### src/rtl/core/ips_pkg.sv
package ips_pkg;

  localparam int POS_WIDTH_DEFAULT = 16;
  localparam int VALUE_WIDTH       = 64;
  localparam int OFFSET_WIDTH      = 16;

  localparam logic [5:0] BASE_MAX = 6'd36;
  localparam logic [5:0] BASE_MIN = 6'd2;
  localparam logic [5:0] BASE_8   = 6'd8;
  localparam logic [5:0] BASE_10  = 6'd10;
  localparam logic [5:0] BASE_16  = 6'd16;
  localparam logic [5:0] BASE_AUTO = 6'd0;

  localparam logic [7:0] CH_SPACE = 8'h20;
  localparam logic [7:0] CH_PLUS  = 8'h2b;
  localparam logic [7:0] CH_MINUS = 8'h2d;
  localparam logic [7:0] CH_0     = 8'h30;
  localparam logic [7:0] CH_9     = 8'h39;
  localparam logic [7:0] CH_UA    = 8'h41;
  localparam logic [7:0] CH_UF    = 8'h46;
  localparam logic [7:0] CH_LA    = 8'h61;
  localparam logic [7:0] CH_LF    = 8'h66;
  localparam logic [7:0] CH_UX    = 8'h58;
  localparam logic [7:0] CH_LX    = 8'h78;

  localparam logic REG_RADIX       = 1'b0;
  localparam logic REG_SIGNED_MODE = 1'b1;

  typedef enum logic [5:0] {
    PH_IDLE   = 6'b000001,
    PH_LEAD   = 6'b000010,
    PH_SIGN   = 6'b000100,
    PH_ZERO   = 6'b001000,
    PH_XSEEN  = 6'b010000,
    PH_DIGITS = 6'b100000
  } phase_t;

  typedef struct packed {
    logic [5:0] radix;
    logic       signed_mode;
  } cfg_t;

  typedef struct packed {
    logic [7:0] ch;
    logic       first;
  } item_t;

  typedef struct packed {
    logic [VALUE_WIDTH-1:0]  value;
    logic [OFFSET_WIDTH-1:0] end_offset;
    logic                    found_digits;
    logic                    saturated;
    logic                    bad_base;
  } result_t;

  typedef struct packed {
    logic       valid;
    logic [3:0] val;
  } hex_t;

  typedef struct packed {
    logic [VALUE_WIDTH-1:0] acc;
    logic                   ovf;
  } mac_t;

  function automatic hex_t hex_of(input logic [7:0] c);
    hex_t       h;
    logic [7:0] t;
    h.valid = 1'b1;
    t = 8'd0;
    if (c >= CH_0 && c <= CH_9) begin
      t = c - CH_0;
    end else if (c >= CH_UA && c <= CH_UF) begin
      t = c - CH_UA + 8'd10;
    end else if (c >= CH_LA && c <= CH_LF) begin
      t = c - CH_LA + 8'd10;
    end else begin
      h.valid = 1'b0;
    end
    h.val = t[3:0];
    return h;
  endfunction

endpackage

### src/rtl/core/ips_in_stage.sv
module ips_in_stage (
  input  logic            clk,
  input  logic            rst,
  input  logic            in_valid,
  output logic            in_ready,
  input  logic [7:0]      ch,
  input  logic            first,
  input  logic            advance,
  output logic            item_valid,
  output ips_pkg::item_t  item
);

  assign in_ready = !item_valid || advance;

  always_ff @(posedge clk) begin
    if (rst) begin
      item_valid <= 1'b0;
    end else if (in_ready) begin
      item_valid <= in_valid;
    end
  end

  always_ff @(posedge clk) begin
    if (in_valid && in_ready) begin
      item.ch    <= ch;
      item.first <= first;
    end
  end

endmodule

### src/rtl/core/ips_mac.sv
module ips_mac (
  input  logic [ips_pkg::VALUE_WIDTH-1:0] acc,
  input  logic                            ovf,
  input  logic [5:0]                      base,
  input  logic [3:0]                      digit,
  input  logic                            signed_mode,
  input  logic                            negative,
  output ips_pkg::mac_t                   res
);

  localparam int VW = ips_pkg::VALUE_WIDTH;

  logic [VW+5:0] prod;
  logic [VW+6:0] sum;
  logic [VW+6:0] limit;
  logic          over;

  always_comb begin
    prod = (VW+6)'(acc) * (VW+6)'(base);
    sum  = (VW+7)'(prod) + (VW+7)'(digit);
    if (signed_mode) begin
      limit = (VW+7)'({1'b0, {(VW-1){1'b1}}}) + (VW+7)'(negative);
    end else begin
      limit = (VW+7)'({VW{1'b1}});
    end
    over = ovf || (sum > limit);
    res.ovf = over;
    res.acc = over ? acc : sum[VW-1:0];
  end

endmodule

### src/rtl/core/ips_core.sv
module ips_core #(
  parameter int POS_WIDTH = ips_pkg::POS_WIDTH_DEFAULT
) (
  input  logic             clk,
  input  logic             rst,
  input  logic             item_valid,
  input  ips_pkg::item_t   item,
  input  ips_pkg::cfg_t    cfg,
  output logic             advance,
  output logic             out_valid,
  input  logic             out_ready,
  output ips_pkg::result_t res
);

  localparam int VW = ips_pkg::VALUE_WIDTH;

  ips_pkg::phase_t        phase, ph_c, phase_next;
  logic                   negative, neg_c, negative_next;
  logic [5:0]             base_in_use, base_c, base_in_use_next;
  logic [VW-1:0]          accumulator, acc_c, accumulator_next;
  logic                   overflowed, ovf_c, overflowed_next;
  logic                   any_digit, any_c, any_digit_next;
  logic [POS_WIDTH-1:0]   position, pos_c, position_next;

  logic [5:0]             eff_base;
  ips_pkg::hex_t          hex;
  ips_pkg::mac_t          mac;
  ips_pkg::result_t       fin, r;
  logic                   fire, emit, take, lead_go, dig_go, any_f;
  logic                   bad_radix, zero_pref, digit_ok;

  assign advance = !out_valid || out_ready;
  assign fire    = item_valid && advance;

  always_comb begin
    ph_c   = item.first ? ips_pkg::PH_LEAD : phase;
    neg_c  = item.first ? 1'b0 : negative;
    base_c = item.first ? cfg.radix : base_in_use;
    acc_c  = item.first ? '0 : accumulator;
    ovf_c  = item.first ? 1'b0 : overflowed;
    any_c  = item.first ? 1'b0 : any_digit;
    pos_c  = item.first ? '0 : position;
  end

  assign hex = ips_pkg::hex_of(item.ch);

  always_comb begin
    case (ph_c) inside
      ips_pkg::PH_LEAD, ips_pkg::PH_SIGN:
        eff_base = (base_c == ips_pkg::BASE_AUTO) ? ips_pkg::BASE_10 : base_c;
      ips_pkg::PH_ZERO:
        eff_base = (base_c == ips_pkg::BASE_AUTO) ? ips_pkg::BASE_8 : base_c;
      ips_pkg::PH_XSEEN:
        eff_base = ips_pkg::BASE_16;
      default:
        eff_base = base_c;
    endcase
  end

  assign bad_radix = (base_c != ips_pkg::BASE_AUTO) &&
                     (base_c < ips_pkg::BASE_MIN || base_c > ips_pkg::BASE_MAX);
  assign zero_pref = (base_c == ips_pkg::BASE_AUTO || base_c == ips_pkg::BASE_16) &&
                     (item.ch == ips_pkg::CH_0);
  assign digit_ok  = hex.valid && ({2'b00, hex.val} < eff_base);

  ips_mac u_mac (
    .acc         (acc_c),
    .ovf         (ovf_c),
    .base        (eff_base),
    .digit       (hex.val),
    .signed_mode (cfg.signed_mode),
    .negative    (neg_c),
    .res         (mac)
  );

  // finish: result for the current digits
  always_comb begin
    any_f = any_c || (ph_c == ips_pkg::PH_ZERO);
    if (ovf_c) begin
      if (cfg.signed_mode) begin
        fin.value = neg_c ? {1'b1, {(VW-1){1'b0}}} : {1'b0, {(VW-1){1'b1}}};
      end else begin
        fin.value = {VW{1'b1}};
      end
    end else begin
      fin.value = neg_c ? (~acc_c + VW'(1)) : acc_c;
    end
    fin.end_offset   = any_f ? ips_pkg::OFFSET_WIDTH'(pos_c) : '0;
    fin.found_digits = any_f;
    fin.saturated    = ovf_c;
    fin.bad_base     = 1'b0;
  end

  always_comb begin
    phase_next       = ph_c;
    negative_next    = neg_c;
    base_in_use_next = base_c;
    accumulator_next = acc_c;
    overflowed_next  = ovf_c;
    any_digit_next   = any_c;
    emit    = 1'b0;
    take    = 1'b0;
    lead_go = 1'b0;
    dig_go  = 1'b0;
    r       = fin;

    unique case (ph_c)
      ips_pkg::PH_IDLE: begin
      end
      ips_pkg::PH_LEAD: begin
        if (item.ch == ips_pkg::CH_SPACE) begin
        end else if (item.ch == ips_pkg::CH_MINUS) begin
          negative_next = 1'b1;
          phase_next    = ips_pkg::PH_SIGN;
        end else if (item.ch == ips_pkg::CH_PLUS) begin
          phase_next = ips_pkg::PH_SIGN;
        end else begin
          lead_go = 1'b1;
        end
      end
      ips_pkg::PH_SIGN: begin
        lead_go = 1'b1;
      end
      ips_pkg::PH_ZERO: begin
        if (item.ch == ips_pkg::CH_LX || item.ch == ips_pkg::CH_UX) begin
          phase_next = ips_pkg::PH_XSEEN;
        end else begin
          any_digit_next   = 1'b1;
          base_in_use_next = eff_base;
          phase_next       = ips_pkg::PH_DIGITS;
          dig_go           = 1'b1;
        end
      end
      ips_pkg::PH_XSEEN: begin
        if (hex.valid) begin
          base_in_use_next = ips_pkg::BASE_16;
          phase_next       = ips_pkg::PH_DIGITS;
          take             = 1'b1;
        end else begin
          emit             = 1'b1;
          phase_next       = ips_pkg::PH_IDLE;
          r.value          = '0;
          r.end_offset     = ips_pkg::OFFSET_WIDTH'(pos_c - POS_WIDTH'(1));
          r.found_digits   = 1'b1;
          r.saturated      = 1'b0;
          r.bad_base       = 1'b0;
        end
      end
      ips_pkg::PH_DIGITS: begin
        dig_go = 1'b1;
      end
      default: begin
      end
    endcase

    if (lead_go) begin
      if (bad_radix) begin
        emit           = 1'b1;
        phase_next     = ips_pkg::PH_IDLE;
        r.value        = '0;
        r.end_offset   = '0;
        r.found_digits = 1'b0;
        r.saturated    = 1'b0;
        r.bad_base     = 1'b1;
      end else if (zero_pref) begin
        phase_next = ips_pkg::PH_ZERO;
      end else begin
        base_in_use_next = eff_base;
        phase_next       = ips_pkg::PH_DIGITS;
        dig_go           = 1'b1;
      end
    end

    if (dig_go) begin
      if (digit_ok) begin
        take = 1'b1;
      end else begin
        emit       = 1'b1;
        phase_next = ips_pkg::PH_IDLE;
      end
    end

    if (take) begin
      accumulator_next = mac.acc;
      overflowed_next  = mac.ovf;
      any_digit_next   = 1'b1;
    end

    if (ph_c == ips_pkg::PH_IDLE || pos_c == {POS_WIDTH{1'b1}}) begin
      position_next = pos_c;
    end else begin
      position_next = pos_c + POS_WIDTH'(1);
    end
  end

  always_ff @(posedge clk) begin
    if (rst) begin
      phase <= ips_pkg::PH_IDLE;
    end else if (fire) begin
      phase <= phase_next;
    end
  end

  always_ff @(posedge clk) begin
    if (fire) begin
      negative    <= negative_next;
      base_in_use <= base_in_use_next;
      accumulator <= accumulator_next;
      overflowed  <= overflowed_next;
      any_digit   <= any_digit_next;
      position    <= position_next;
    end
  end

  always_ff @(posedge clk) begin
    if (rst) begin
      out_valid <= 1'b0;
    end else if (advance) begin
      out_valid <= fire && emit;
    end
  end

  always_ff @(posedge clk) begin
    if (fire && emit) begin
      res <= r;
    end
  end

endmodule

### src/rtl/core/integer_string_parser.sv
// Streaming integer parser, one character per item.
// Input channel (in_valid/in_ready): ch and first. An item with first=1
// starts a new string at index 0; items outside a string are dropped.
// Output channel (out_valid/out_ready): value, end_offset, found_digits,
// saturated, bad_base. At most one result per string, at the first character
// that is not part of the number (byte 0 included).
// Configuration: wr_en/wr_index/wr_data write radix (index 0) and
// signed_mode (index 1); write only while no string is in flight.
// Throughput: one item per cycle unless a held result stalls it; the
// accumulate step (64x6 multiply-add and limit compare) feeds back into the
// accumulator combinationally. Path: an accepted item is held in the input
// register, and its result is then registered in the result register.
// Reset: synchronous; clears both channels, returns to idle, sets radix 0
// and signed_mode 1.
// Stall: while a result is held, one more item is taken into the input
// register; further items wait until out_ready frees the result register.
module integer_string_parser #(
  parameter int POS_WIDTH = ips_pkg::POS_WIDTH_DEFAULT
) (
  input  logic                             clk,
  input  logic                             rst,
  input  logic                             in_valid,
  output logic                             in_ready,
  input  logic [7:0]                       ch,
  input  logic                             first,
  output logic                             out_valid,
  input  logic                             out_ready,
  output logic [ips_pkg::VALUE_WIDTH-1:0]  value,
  output logic [ips_pkg::OFFSET_WIDTH-1:0] end_offset,
  output logic                             found_digits,
  output logic                             saturated,
  output logic                             bad_base,
  input  logic                             wr_en,
  input  logic                             wr_index,
  input  logic [5:0]                       wr_data
);

  ips_pkg::cfg_t    cfg;
  ips_pkg::item_t   item;
  ips_pkg::result_t res;
  logic             item_valid;
  logic             advance;

  always_ff @(posedge clk) begin
    if (rst) begin
      cfg.radix       <= ips_pkg::BASE_AUTO;
      cfg.signed_mode <= 1'b1;
    end else if (wr_en) begin
      case (wr_index)
        ips_pkg::REG_RADIX:       cfg.radix       <= wr_data;
        ips_pkg::REG_SIGNED_MODE: cfg.signed_mode <= wr_data[0];
        default: begin
        end
      endcase
    end
  end

  ips_in_stage u_in (
    .clk        (clk),
    .rst        (rst),
    .in_valid   (in_valid),
    .in_ready   (in_ready),
    .ch         (ch),
    .first      (first),
    .advance    (advance),
    .item_valid (item_valid),
    .item       (item)
  );

  ips_core #(
    .POS_WIDTH (POS_WIDTH)
  ) u_core (
    .clk        (clk),
    .rst        (rst),
    .item_valid (item_valid),
    .item       (item),
    .cfg        (cfg),
    .advance    (advance),
    .out_valid  (out_valid),
    .out_ready  (out_ready),
    .res        (res)
  );

  assign value        = res.value;
  assign end_offset   = res.end_offset;
  assign found_digits = res.found_digits;
  assign saturated    = res.saturated;
  assign bad_base     = res.bad_base;

endmodule

### config.mk
export PLATFORM = sky130hd
export DESIGN_NAME = integer_string_parser
export DESIGN_NICKNAME = d
export VERILOG_FILES = /design/src/rtl/core/ips_pkg.sv /design/src/rtl/core/ips_in_stage.sv /design/src/rtl/core/ips_mac.sv /design/src/rtl/core/ips_core.sv /design/src/rtl/core/integer_string_parser.sv
export SDC_FILE = /design/constraint.sdc
export NUM_CORES = 1
export LEC_CHECK = 0
export ABC_CLOCK_PERIOD_IN_PS = 24800
export CORE_UTILIZATION = 45
export CTS_CLUSTER_DIAMETER = 60
export CTS_CLUSTER_SIZE = 14
export DETAILED_ROUTE_END_ITERATION = 16
export DONT_BUFFER_PORTS = 1
export PLACE_DENSITY_LB_ADDON = 0.12
export SKIP_CTS_REPAIR_TIMING = 1
export SYNTH_ARGS = -nofsm -noshare
export SYNTH_HDL_FRONTEND = slang
export SYNTH_SLANG_ARGS = --single-unit
### constraint.sdc
create_clock -name clk -period 24.8 [get_ports clk]
set_clock_uncertainty 0.15 [all_clocks]
set_input_delay 1.24 -clock clk [delete_from_list [all_inputs] [get_ports clk]]
set_output_delay 1.24 -clock clk [all_outputs]
set_load 0.03 [all_outputs]
## Yosys cells after proc, flatten, opt, wreduce, memory -nomap -nowiden

Cells that the tools add are included.

| word-level totals | value |
|---|---|
| memories kept | 0 |
| ROM bits | 0 |
| register bits | 196 |
| bits in latches | 0 |
| bits of input ports | 21 |
| bits in writable memories | 0 |

| cells by class | value |
|---|---|
| muxes and demuxes | 73 |
| reductions and logical operators | 24 |
| bitwise operators | 2 |
| shift operators | 0 |
| equal/unequal tests | 14 |
| $mul | 1 |
| magnitude comparators | 10 |
| add/sub/neg operators | 10 |
| divide/modulo/power cells | 0 |

Operators with widths:

| operator | count |
|---|---|
| 2-to-1 mux 64 bit | 8 |
| 2-to-1 mux 83 bit | 4 |
| 2-to-1 mux 6 bit | 22 |
| adder 70 x 4 -> 71 bit | 1 |
| greater-than comparator 71 bit | 1 |
| multiplier 64 x 6 -> 70 bit | 1 |
| adder 63 x 1 -> 64 bit, first input constant | 1 |
| adder 64 x 1 -> 64 bit, second input constant | 1 |
| NOT 64 bit | 1 |
| 2-to-1 mux 16 bit | 3 |
| == test 8 x 6 -> 1 bit, second input constant | 4 |
| 2-to-1 mux 1 bit | 29 |
| one-hot mux 6 bit (3 select lines) | 1 |
| adder 16 x 1 -> 16 bit, second input constant | 1 |
| == test 16 bit, second input constant | 1 |
| == test 8 x 7 -> 1 bit, second input constant | 2 |
| >= comparator 8 x 7 -> 1 bit, second input constant | 2 |
| less-or-equal comparator 8 x 7 -> 1 bit, second input constant | 2 |
| subtractor 16 x 1 -> 16 bit, second input constant | 1 |
| == test 6 x 5 -> 1 bit, second input constant | 2 |
| 2-to-1 mux 4 bit | 3 |
| one-hot mux 6 bit (2 select lines) | 1 |
| subtractor 4 x 1 -> 4 bit, second input constant | 3 |
| logical AND 1 bit | 9 |
| other kinds (19) | 30 |

## Depth between registers and ports, before layout

Gate-level depths: netlist of the first run.

| depth | value |
|---|---|
| depth in word-level cells | 12 |
| gate-level depth with buffers | 44 |
| depth with buffers taken out | 35 |

## Cells and area by module

A second synthesis of the first run with hierarchy kept.

| second synthesis, totals | value |
|---|---|
| cell total of the unflattened synthesis | 2866 |
| area total of the unflattened synthesis | 26780.7 sq um |

By module, submodules not included:

| module | sequential area each (sq um) | area each (sq um) | cells an instance | instances |
|---|---|---|---|---|
| ips_mac | 0.0 | 15463.6 | 1817 | 1 |
| ips_core | 5305.1 | 10685.2 | 1006 | 1 |
| ips_in_stage | 290.3 | 325.3 | 14 | 1 |
| integer_string_parser | 140.1 | 306.5 | 29 | 1 |

## Least setup slack after synthesis of the first run

Ideal clock, no wire load.

| timing | value |
|---|---|
| kind | register to register |
| start | reg u_in.item[0] (netlist name) |
| end | reg u_core.accumulator[62] (data pin) |
| setup slack | 14958 ps |
| path buffers | 8 |
| cell stages (with the launch flop) | 38 |
| arrival time | 9430 ps |
| library setup time | 262 ps |
| period minus slack after synthesis | 9842 ps |
| cell sequence | edfxtp_1 > buf_4 > buf_4 > buf_4 > buf_2 > nor4_1 > nor4bb_1 > nor2_1 > inv_1 > clkbuf_1 > buf_1 > nor2_1 > fa_1 > fa_1 > fa_1 > ha_1 > ha_1 > clkbuf_1 > [... 2 more ...] > a41oi_2 > a2111oi_1 > nor2_1 > o21bai_1 > a21oi_1 > xnor2_1 > ha_1 > a21o_1 > a21o_1 > a221o_1 > a221o_1 > a21o_1 > o21ai_0 > o211ai_1 > nor4_4 > nand4_4 > buf_6 > mux2_1 |

| on the way | value |
|---|---|
| longest elaborated chain between the ends | 11 |

Ends and longest elaborated chain:

| item | RTL line | source |
|---|---|---|
| 2-to-1 mux 6 bit, on equally long branches | ips_core.sv:36, ips_core.sv:38 |  |
| == test 6 x 5 -> 1 bit / zero test 6 bit (equally long branches) | - |  |
| 2-to-1 mux 6 bit, on equally long branches | ips_core.sv:48, ips_core.sv:52 |  |
| 2-to-1 mux 6 bit (2 in series) | ips_core.sv:48 | `case (ph_c) inside` |
| multiplier 64 x 6 -> 70 bit | ips_mac.sv:19 | `prod = (VW+6)'(acc) * (VW+6)'(base);` |
| adder 70 x 4 -> 71 bit | ips_mac.sv:20 | `sum = (VW+7)'(prod) + (VW+7)'(digit);` |
| greater-than comparator 71 bit | ips_mac.sv:26 | `over = ovf \|\| (sum > limit);` |
| logical OR 1 bit | ips_mac.sv:26 |  |
| 2-to-1 mux 64 bit | ips_mac.sv:28 | `res.acc = over ? acc : sum[VW-1:0];` |
| 2-to-1 mux 64 bit * | ips_core.sv:183 | `if (take) begin` |
| named net u_core.accumulator_next[62] | ips_core.sv:20 | `logic [VW-1:0] accumulator, acc_c, accumulator_next;` |
| end signal: assignment | ips_core.sv:208 | `accumulator <= accumulator_next;` |
| end: declaration | ips_core.sv:20 |  |

The timed path passes the listed nets; every way through them passes the cells marked *.
A chain may end at the register's enable or synchronous reset.

## Final worst setup path of the first run

| timing | value |
|---|---|
| start | reg u_in.item[0] (netlist name) |
| end | reg u_core.accumulator[5] (data pin) |

| on the way | value |
|---|---|
| longest elaborated chain between the ends | 11 |

Ends and longest elaborated chain:

| item | RTL line |
|---|---|
| 2-to-1 mux 6 bit, on equally long branches | ips_core.sv:36, ips_core.sv:38 |
| == test 6 x 5 -> 1 bit / zero test 6 bit (equally long branches) | - |
| 2-to-1 mux 6 bit, on equally long branches | ips_core.sv:48, ips_core.sv:52 |
| 2-to-1 mux 6 bit (2 in series) | ips_core.sv:48 |
| multiplier 64 x 6 -> 70 bit | ips_mac.sv:19 |
| adder 70 x 4 -> 71 bit | ips_mac.sv:20 |
| greater-than comparator 71 bit | ips_mac.sv:26 |
| logical OR 1 bit | ips_mac.sv:26 |
| 2-to-1 mux 64 bit | ips_mac.sv:28 |
| 2-to-1 mux 64 bit * | ips_core.sv:183 |
| named net u_core.accumulator_next[5] | ips_core.sv:20 |

Marks and branches as above.

==> impl_table.tex, run 1 <==
\begin{tabular}{lr}
\hline
Metric & Value \\
\hline
\multicolumn{2}{l}{\textbf{Run status}} \\
\quad Result of the run & finished, final reports clean \\
\multicolumn{2}{l}{\textbf{Cells and area}} \\
\quad Synthesis-to-finish area growth & 4.16\% \\
\quad Number of nets in the final layout & approximately 3.3k \\
\quad Final core area utilization & 47.4\% \\
\quad Number of diodes & 0 \\
\quad Share of post-route cells with drive strength above 1 & about 5.8\% \\
\multicolumn{2}{l}{\textbf{Floorplan}} \\
\quad I/O pin cnt & between 100 and 150 \\
\quad DIE AREA & 57900 sq um \\
\quad Starting density of the core & a little under half \\
\quad Die Ht & 241 um \\
\quad Width of the chip & $\sim$240 um \\
\quad \# rows & just under 90 \\
\quad Core Footprint & 56300 sq um \\
\multicolumn{2}{l}{\textbf{STA}} \\
\quad Unrepaired setup endpoints after global routing & no \\
\quad Final setup violating endpoints & 0 \\
\quad Final Max Tran Viols & 0 \\
\quad Highest Clock Rate & between 70 and 80 MHz \\
\quad Headroom to the max-slew limit & between 10\% and 20\% \\
\quad Actual slew at the worst max-slew pin & $\sim$1.2 ns \\
\quad Final period utilization & about half \\
\quad Total negative setup slack & 0 ns \\
\quad Hold violation total from the final report & 0 \\
\quad Fin crit period & about 13 ns \\
\multicolumn{2}{l}{\textbf{Route}} \\
\quad DR WL/cell & around 22 um \\
\quad Overall routed net length & about 78 mm \\
\quad Total number of vias & around 21k \\
\quad Pre-antenna DRT Iters & 7 \\
\quad DRC violations left & 0 \\
\quad Residual antenna-violating net count after detailed routing & 0 \\
\quad Drt first-iter violations & roughly 1.8k \\
\quad Number of vias per cell after detailed routing & 5.95 \\
\multicolumn{2}{l}{\textbf{Synth}} \\
\quad Warnings from Yosys & 0 \\
\quad Summed instance area of the synthesized netlist & between 20000 and 30000 sq um \\
\quad Share of synthesized registers carrying an async set or reset & 0\% \\
\quad Proportion of synthesized chip area in sequential cells & between 20\% and 30\% \\
\quad Top cell types by occurrence after synthesis & nor2\_1, nand2\_1, fa\_1 \\
\quad Most numerous cell in the Yosys netlist & nor2\_1 \\
\quad Number of register bits inferred by synthesis & slightly below 200 \\
\quad Synth top area share & a little over a fifth \\
\quad Cell taking the most area after synthesis & edfxtp\_1 \\
\quad EDFF count, synth & 181 \\
\quad Cells taking the most area after synthesis & edfxtp\_1, fa\_1, ha\_1, nor2\_1, nand2\_1 \\
\quad Post-Synthesis Net Count & about 3.4k \\
\quad Number of distinct library cells after synthesis & between 80 and 90 \\
\quad Synthesized area per cell & around 8.9 sq um \\
\quad Prevailing post-synth register cell & edfxtp\_1 \\
\quad Post-synthesis instance total & 2881 \\
\multicolumn{2}{l}{\textbf{Critical path}} \\
\quad Critical Path Start & u\_in.item[0]\$\_DFFE\_PP\_ \\
\quad Critical path start-end classification & flop to flop \\
\quad Reg-to-Reg Start & u\_in.item[0]\$\_DFFE\_PP\_ \\
\quad Worst path max stage delay & about 0.8 ns \\
\quad Highest-delay cell along the critical path & a311oi\_1 \\
\quad Endpoint class of the critical path & flop \\
\quad Kind of launch point of the worst setup path & flop \\
\quad CP Data Arrival Time & about 13 ns \\
\quad Maximum net fanout on the critical path & about 140 \\
\quad Required time worst endpoint & roughly 25 ns \\
\multicolumn{2}{l}{\textbf{Min path}} \\
\quad Startpoint of the tightest hold check path & u\_core.phase[2]\$\_SDFFE\_PP0P\_ \\
\quad Type of the tightest min-delay check & flop to flop \\
\multicolumn{2}{l}{\textbf{Power}} \\
\quad Pleak & approximately 0.012 uW \\
\quad Power per cell area & 44.4 nW/um\^{}2 \\
\quad Worst IR drop on VDD & around 38 uV \\
\multicolumn{2}{l}{\textbf{Clock tree}} \\
\quad Max Buffers Root-to-Sink & 2 \\
\quad Clock latency at the later pin of the worst-skew pair & roughly 0.47 ns \\
\quad Clock input transition at the sequential cells of the worst setup and hold paths & about 0.080 ns \\
\quad Number of clock sinks seen by CTS & 196 \\
\quad Number of H-tree levels & 4 \\
\quad CTS tree & done \\
\quad Root Buffer & clkbuf\_16 \\
\quad Cts bufs inserted & 17 \\
\multicolumn{2}{l}{\textbf{Placed design}} \\
\quad Number of port buffers & 0 \\
\quad Detailed-placement wirelength estimate & 61.2 mm \\
\quad RD Place Congestion & roughly 1 \\
\multicolumn{2}{l}{\textbf{Global route}} \\
\quad Aggregate global routing overflow & 0 \\
\quad Maximum number of pins on one net before global-route repair & approximately 140 \\
\quad Antenna violations before repair & 0 \\
\quad First-pass GRT wire length & roughly 120 mm \\
\quad Global-route total usage across every layer & between 20\% and 30\% \\
\quad Via count of the first global-routing pass & around 21k \\
\multicolumn{2}{l}{\textbf{Job}} \\
\quad Max-cap violations & 0 \\
\hline
\end{tabular}
[worst max-delay path: cells and delay by family (launching register included)]
kind	cells	cell delay, ns
DFF	1	0.39
and+or+nand+nor	11	2.71
muxes	2	0.94
adders and majority gates	6	2.44
buffers and inverters	7	1.87
AOI/OAI and AO/OA	12	3.45
xor gates and xnor gates	1	0.34
[report_power, final]
group	leakage, uW	internal [uW]	switching [uW]
clock	0.000282	139	145
sequential	0.00184	382	26.4
combinational	0.00979	169	322
[routing by layer]
layer  track usage (%)  vias to the layer above  routed length [um]
met4              7.24                        0                1660
met3              3.00                      101                5070
li1                  -                     9643                   -
met5                 0                        -                   0
met2              44.3                      791               36000
met1              39.3                    10500               35700
[state kept, by name, summed over array words and instances (netlist names)]
| register | count |
|---|---|
| cfg | 7 |
| u_core.accumulator | 64 |
| u_core.any_digit | 1 |
| u_core.base_in_use | 6 |
| u_core.negative | 1 |
| u_core.out_valid | 1 |
| u_core.overflowed | 1 |
| u_core.phase | 6 |
| u_core.position | 16 |
| u_core.res | 83 |
| u_in.item | 9 |
| u_in.item_valid | 1 |
[metrics by stage]
stage                     hold slack [ns]  instance area (sq um)  total power, uW  worst slack, ns  instances
final                               0.385                  26700             1180            12.07       3534
after detailed placement            0.362                  26100              900            12.17       3502
after global routing                0.398                  26700             1260            11.51       3534
after floorplan                     0.310                  25600              766            14.96       2881
after CTS                           0.372                  26700             1190            12.11       3534
after global placement              0.354                  26100              891            11.70       3502
[final timing paths]
path,end,slack (ns),cells past startpoint
worst max-delay path,u_core.accumulator[5]$_DFFE_PP_,12.07,39
worst min-delay path,u_core.phase[2]$_SDFFE_PP0P_,0.38,2
worst max register to register,u_core.accumulator[5]$_DFFE_PP_,12.07,39
worst min register to register,u_core.phase[2]$_SDFFE_PP0P_,0.38,2
[placed cells by master (no fill, tap or decap), types with 14 or more instances in the layout]
cell type and instances:
nor2_1 395, nand2_1 347, fa_1 250, ha_1 227, a21oi_1 211, inv_1 204, edfxtp_1 181, o21ai_0 116
nor2b_1 83, xor2_1 76, xnor2_1 56, mux2_4 54, nand4_1 45, nor3_1 39, nand3_1 34, a21o_1 32
o31ai_1 26, buf_4 25, or3_1 22, a31oi_1 22, nand2b_1 20, nor4_1 20, clkbuf_16 18, mux2i_1 17
o21bai_1 16, a211oi_1 15, dfxtp_1 15, and3_1 14
[layout make-up]
cell class              instances  area (sq um)
flip-flops and latches        196          5740
clock buffers                  21           462
fillers                      5416         29600
inverters                     210           792
multi-input cells            2314         18400
well taps                     756           946
repair buffers                 26           208
clock inverters                11           110
[cell families (layout without fill, tap and decap cells)]
kind of cell,count (synthesis),after routing,share of synthesized area (%)
flops,196,196,22.4
fa+ha+maj,477,477,30.6
simple gates,1087,1087,19.4
compound gates,537,537,13.0
buf+inv,371,268,5.80
xor+xnor,132,132,4.51
mux,81,81,4.27
Note: power is estimated with default switching activity, not from simulation.
==> run 2: changes to the inputs <==
- ABC_CLOCK_PERIOD_IN_PS: 24800 -> 11040
- clock period: 24.8 -> 11.04 ns (I/O delays scaled with it)
==> impl_table.tex, run 2 (synthesis gave the netlist of run 1 again) <==
\begin{tabular}{lr}
\hline
Metric & Value \\
\hline
\multicolumn{2}{l}{\textbf{Run status}} \\
\quad Result of the run & finished, final reports clean \\
\multicolumn{2}{l}{\textbf{Critical path}} \\
\quad Highest-delay cell along the critical path & or4\_1 \\
\quad Critical path start-end classification & flop to flop \\
\quad Required time worst endpoint & 11.10 ns (-13.75 ns) \\
\quad Maximum net fanout on the critical path & 64 (-53\%) \\
\quad Kind of launch point of the worst setup path & flop \\
\quad CP Data Arrival Time & 10.77 ns (-2.01 ns) \\
\quad Endpoint class of the critical path & flop \\
\quad Worst path max stage delay & 0.59 ns (-0.21 ns) \\
\multicolumn{2}{l}{\textbf{Route}} \\
\quad DR WL/cell & 22.8 um (+2.9\%) \\
\quad Total number of vias & 21.4k (+1.6\%) \\
\quad DRC violations left & 0 (unchanged) \\
\quad Number of vias per cell after detailed routing & 6.01 (+1.0\%) \\
\quad Pre-antenna DRT Iters & 6 (-1) \\
\quad Drt first-iter violations & 1932 (+9.4\%) \\
\quad Overall routed net length & 81.2 mm (+3.6\%) \\
\quad Residual antenna-violating net count after detailed routing & 0 (unchanged) \\
\multicolumn{2}{l}{\textbf{Clock tree}} \\
\quad Clock latency at the later pin of the worst-skew pair & 0.47 ns (about the same) \\
\quad Root Buffer & clkbuf\_16 \\
\quad Cts bufs inserted & 17 (unchanged) \\
\quad Max Buffers Root-to-Sink & 2 (unchanged) \\
\quad Clock input transition at the sequential cells of the worst setup and hold paths & 0.07 ns (about the same) \\
\quad Number of clock sinks seen by CTS & 196 (unchanged) \\
\quad Number of H-tree levels & 4 (unchanged) \\
\quad CTS tree & done \\
\multicolumn{2}{l}{\textbf{Global route}} \\
\quad Maximum number of pins on one net before global-route repair & 71 (-48\%) \\
\quad Met1 track demand over resource & 40.8\% (+1.5 points) \\
\quad Global routing met2 resource utilization & 44.9\% (+0.61 points) \\
\quad Via count of the first global-routing pass & 21.0k (-0.20\%) \\
\quad Antenna violations before repair & 1 (+1) \\
\quad Met3 GRT Util & 3.82\% (+0.82 points) \\
\quad First-pass GRT wire length & 125 mm (+2.5\%) \\
\quad Most congested layer reported by global routing & met2 \\
\quad Aggregate global routing overflow & 0 (unchanged) \\
\quad Global-route total usage across every layer & 28.3\% (+0.74 points) \\
\multicolumn{2}{l}{\textbf{STA}} \\
\quad Final setup violating endpoints & 0 (unchanged) \\
\quad Fin crit period & 10.71 ns (-2.02 ns) \\
\quad Hold violation total from the final report & 0 (unchanged) \\
\quad Final period utilization & 97.0\% (+46 points) \\
\quad Headroom to the max-slew limit & 27.9\% (+8.5 points) \\
\quad Unrepaired setup endpoints after global routing & no \\
\quad Actual slew at the worst max-slew pin & 1.08 ns (-0.116 ns) \\
\quad Highest Clock Rate & 93.4 MHz (+19\%) \\
\quad Final Max Tran Viols & 0 (unchanged) \\
\multicolumn{2}{l}{\textbf{Floorplan}} \\
\quad Starting density of the core & 45.5\% (unchanged) \\
\quad Die Ht & 241 um (unchanged) \\
\quad DIE AREA & 57900 sq um (unchanged) \\
\quad \# rows & 87 (unchanged) \\
\quad I/O pin cnt & 106 (unchanged) \\
\quad Width of the chip & 241 um (unchanged) \\
\quad Core Footprint & 56300 sq um (unchanged) \\
\multicolumn{2}{l}{\textbf{Cells and area}} \\
\quad Share of post-route cells with drive strength above 1 & 6.93\% (+1.1 points) \\
\quad Number of diodes & 0 (unchanged) \\
\quad Area taken by flip-flops and latches & 5740 sq um (unchanged) \\
\quad Number of nets in the final layout & 3285 (+0.67\%) \\
\quad Synthesis-to-finish area growth & 5.26\% \\
\quad Area occupied by multi-input gates & 18500 sq um (+0.31\%) \\
\quad Largest register FFs & 83 (unchanged) \\
\quad Registers with the highest flip-flop counts & u\_core.res: 83 flops, u\_core.accumulator: 64 flops, u\_core.position: 16 flops \\
\quad Final core area utilization & 47.9\% (+0.50 points) \\
\quad Most common library cell in the layout ignoring fill and taps & nor2\_1 \\
\quad Register with the most flip-flops & u\_core.res \\
\quad Fill count & 5411 (-0.092\%) \\
\quad Most frequent cells in the layout & nor2\_1, nand2\_1, fa\_1 \\
\quad Post-route design area & 27000 sq um (+1.1\%) \\
\multicolumn{2}{l}{\textbf{Placed design}} \\
\quad Area after detailed placement & 26200 sq um (+0.56\%) \\
\quad Detailed-placement wirelength estimate & 63.8 mm (+4.3\%) \\
\quad Number of port buffers & 0 (unchanged) \\
\quad RD Place Congestion & 0.964 (-3.9\%) \\
\multicolumn{2}{l}{\textbf{Min path}} \\
\quad Type of the tightest min-delay check & input pin to flop \\
\multicolumn{2}{l}{\textbf{Power}} \\
\quad Pleak & 0.0120 uW (+1.0\%) \\
\quad Power per cell area & 101 nW/um\^{}2 (+130\%) \\
\quad Worst IR drop on VDD & 81.2 uV (+110\%) \\
\quad Total power & 2710 uW (+130\%) \\
\multicolumn{2}{l}{\textbf{Job}} \\
\quad Max-cap violations & 0 (unchanged) \\
\hline
\end{tabular}
## run 2: area by class of cell
cell class | instances | area share, %
Timing Repair Buffer | 47 | 1.52
Timing Repair inverter | 1 | 0.0279
Sequential cell | 196 | 21.3
Clock buffer | 19 | 1.64
Clock inverter | 13 | 0.506
Tap cell | 756 | 3.51
Multi-Input combinational cell | 2314 | 68.6
Inverter | 210 | 2.96
## run 2: path summary, 6_finish.rpt
check / endpoint / from / slack (ns) / cells past startpoint
min: cfg[1]$_SDFFE_PP0P_ / rst / 0.005 / 1
min reg2reg: u_core.phase[2]$_SDFFE_PP0P_ / u_core.phase[2]$_SDFFE_PP0P_ / 0.40 / 2
max reg2reg: u_core.accumulator[14]$_DFFE_PP_ / u_in.item[0]$_DFFE_PP_ / 0.33 / 33
max: u_core.accumulator[14]$_DFFE_PP_ / u_in.item[0]$_DFFE_PP_ / 0.33 / 33
## run 2: metal layers
metal	vias to the layer above	wire (um)
met1	10700	36500
li1	9688	-
met2	882	37200
met3	85	5950
met5	-	13
met4	2	1500
## run 2: metrics by stage
stage	TNS (ns)	hold slack, ns	std cells	setup WS [ns]
floorplan	0	0.310	2881	1.20
global placement	0	0.348	3518	0.139
detailed placement	0	0.353	3518	0.00928
CTS	-3.16	-0.0171	3550	-0.0761
global route	0	0.000485	3556	0.0137
finish	0	0.00542	3556	0.328
## run 2: critical path: cells and delay by family (launching register included)
family          cells  cell delay (ns)
compound gates      6             1.35
fa+ha+maj           6             2.51
buf+inv             4             0.98
flops               1             0.53
mux                 1             0.41
simple gates       16             4.36
## run 2: power by group
part | internal, uW | total (uW) | switching, uW
clock | 307 | 628 | 321
combinational | 394 | 1170 | 772
sequential | 859 | 921 | 61.7
total | 1560 | 2710 | 1150
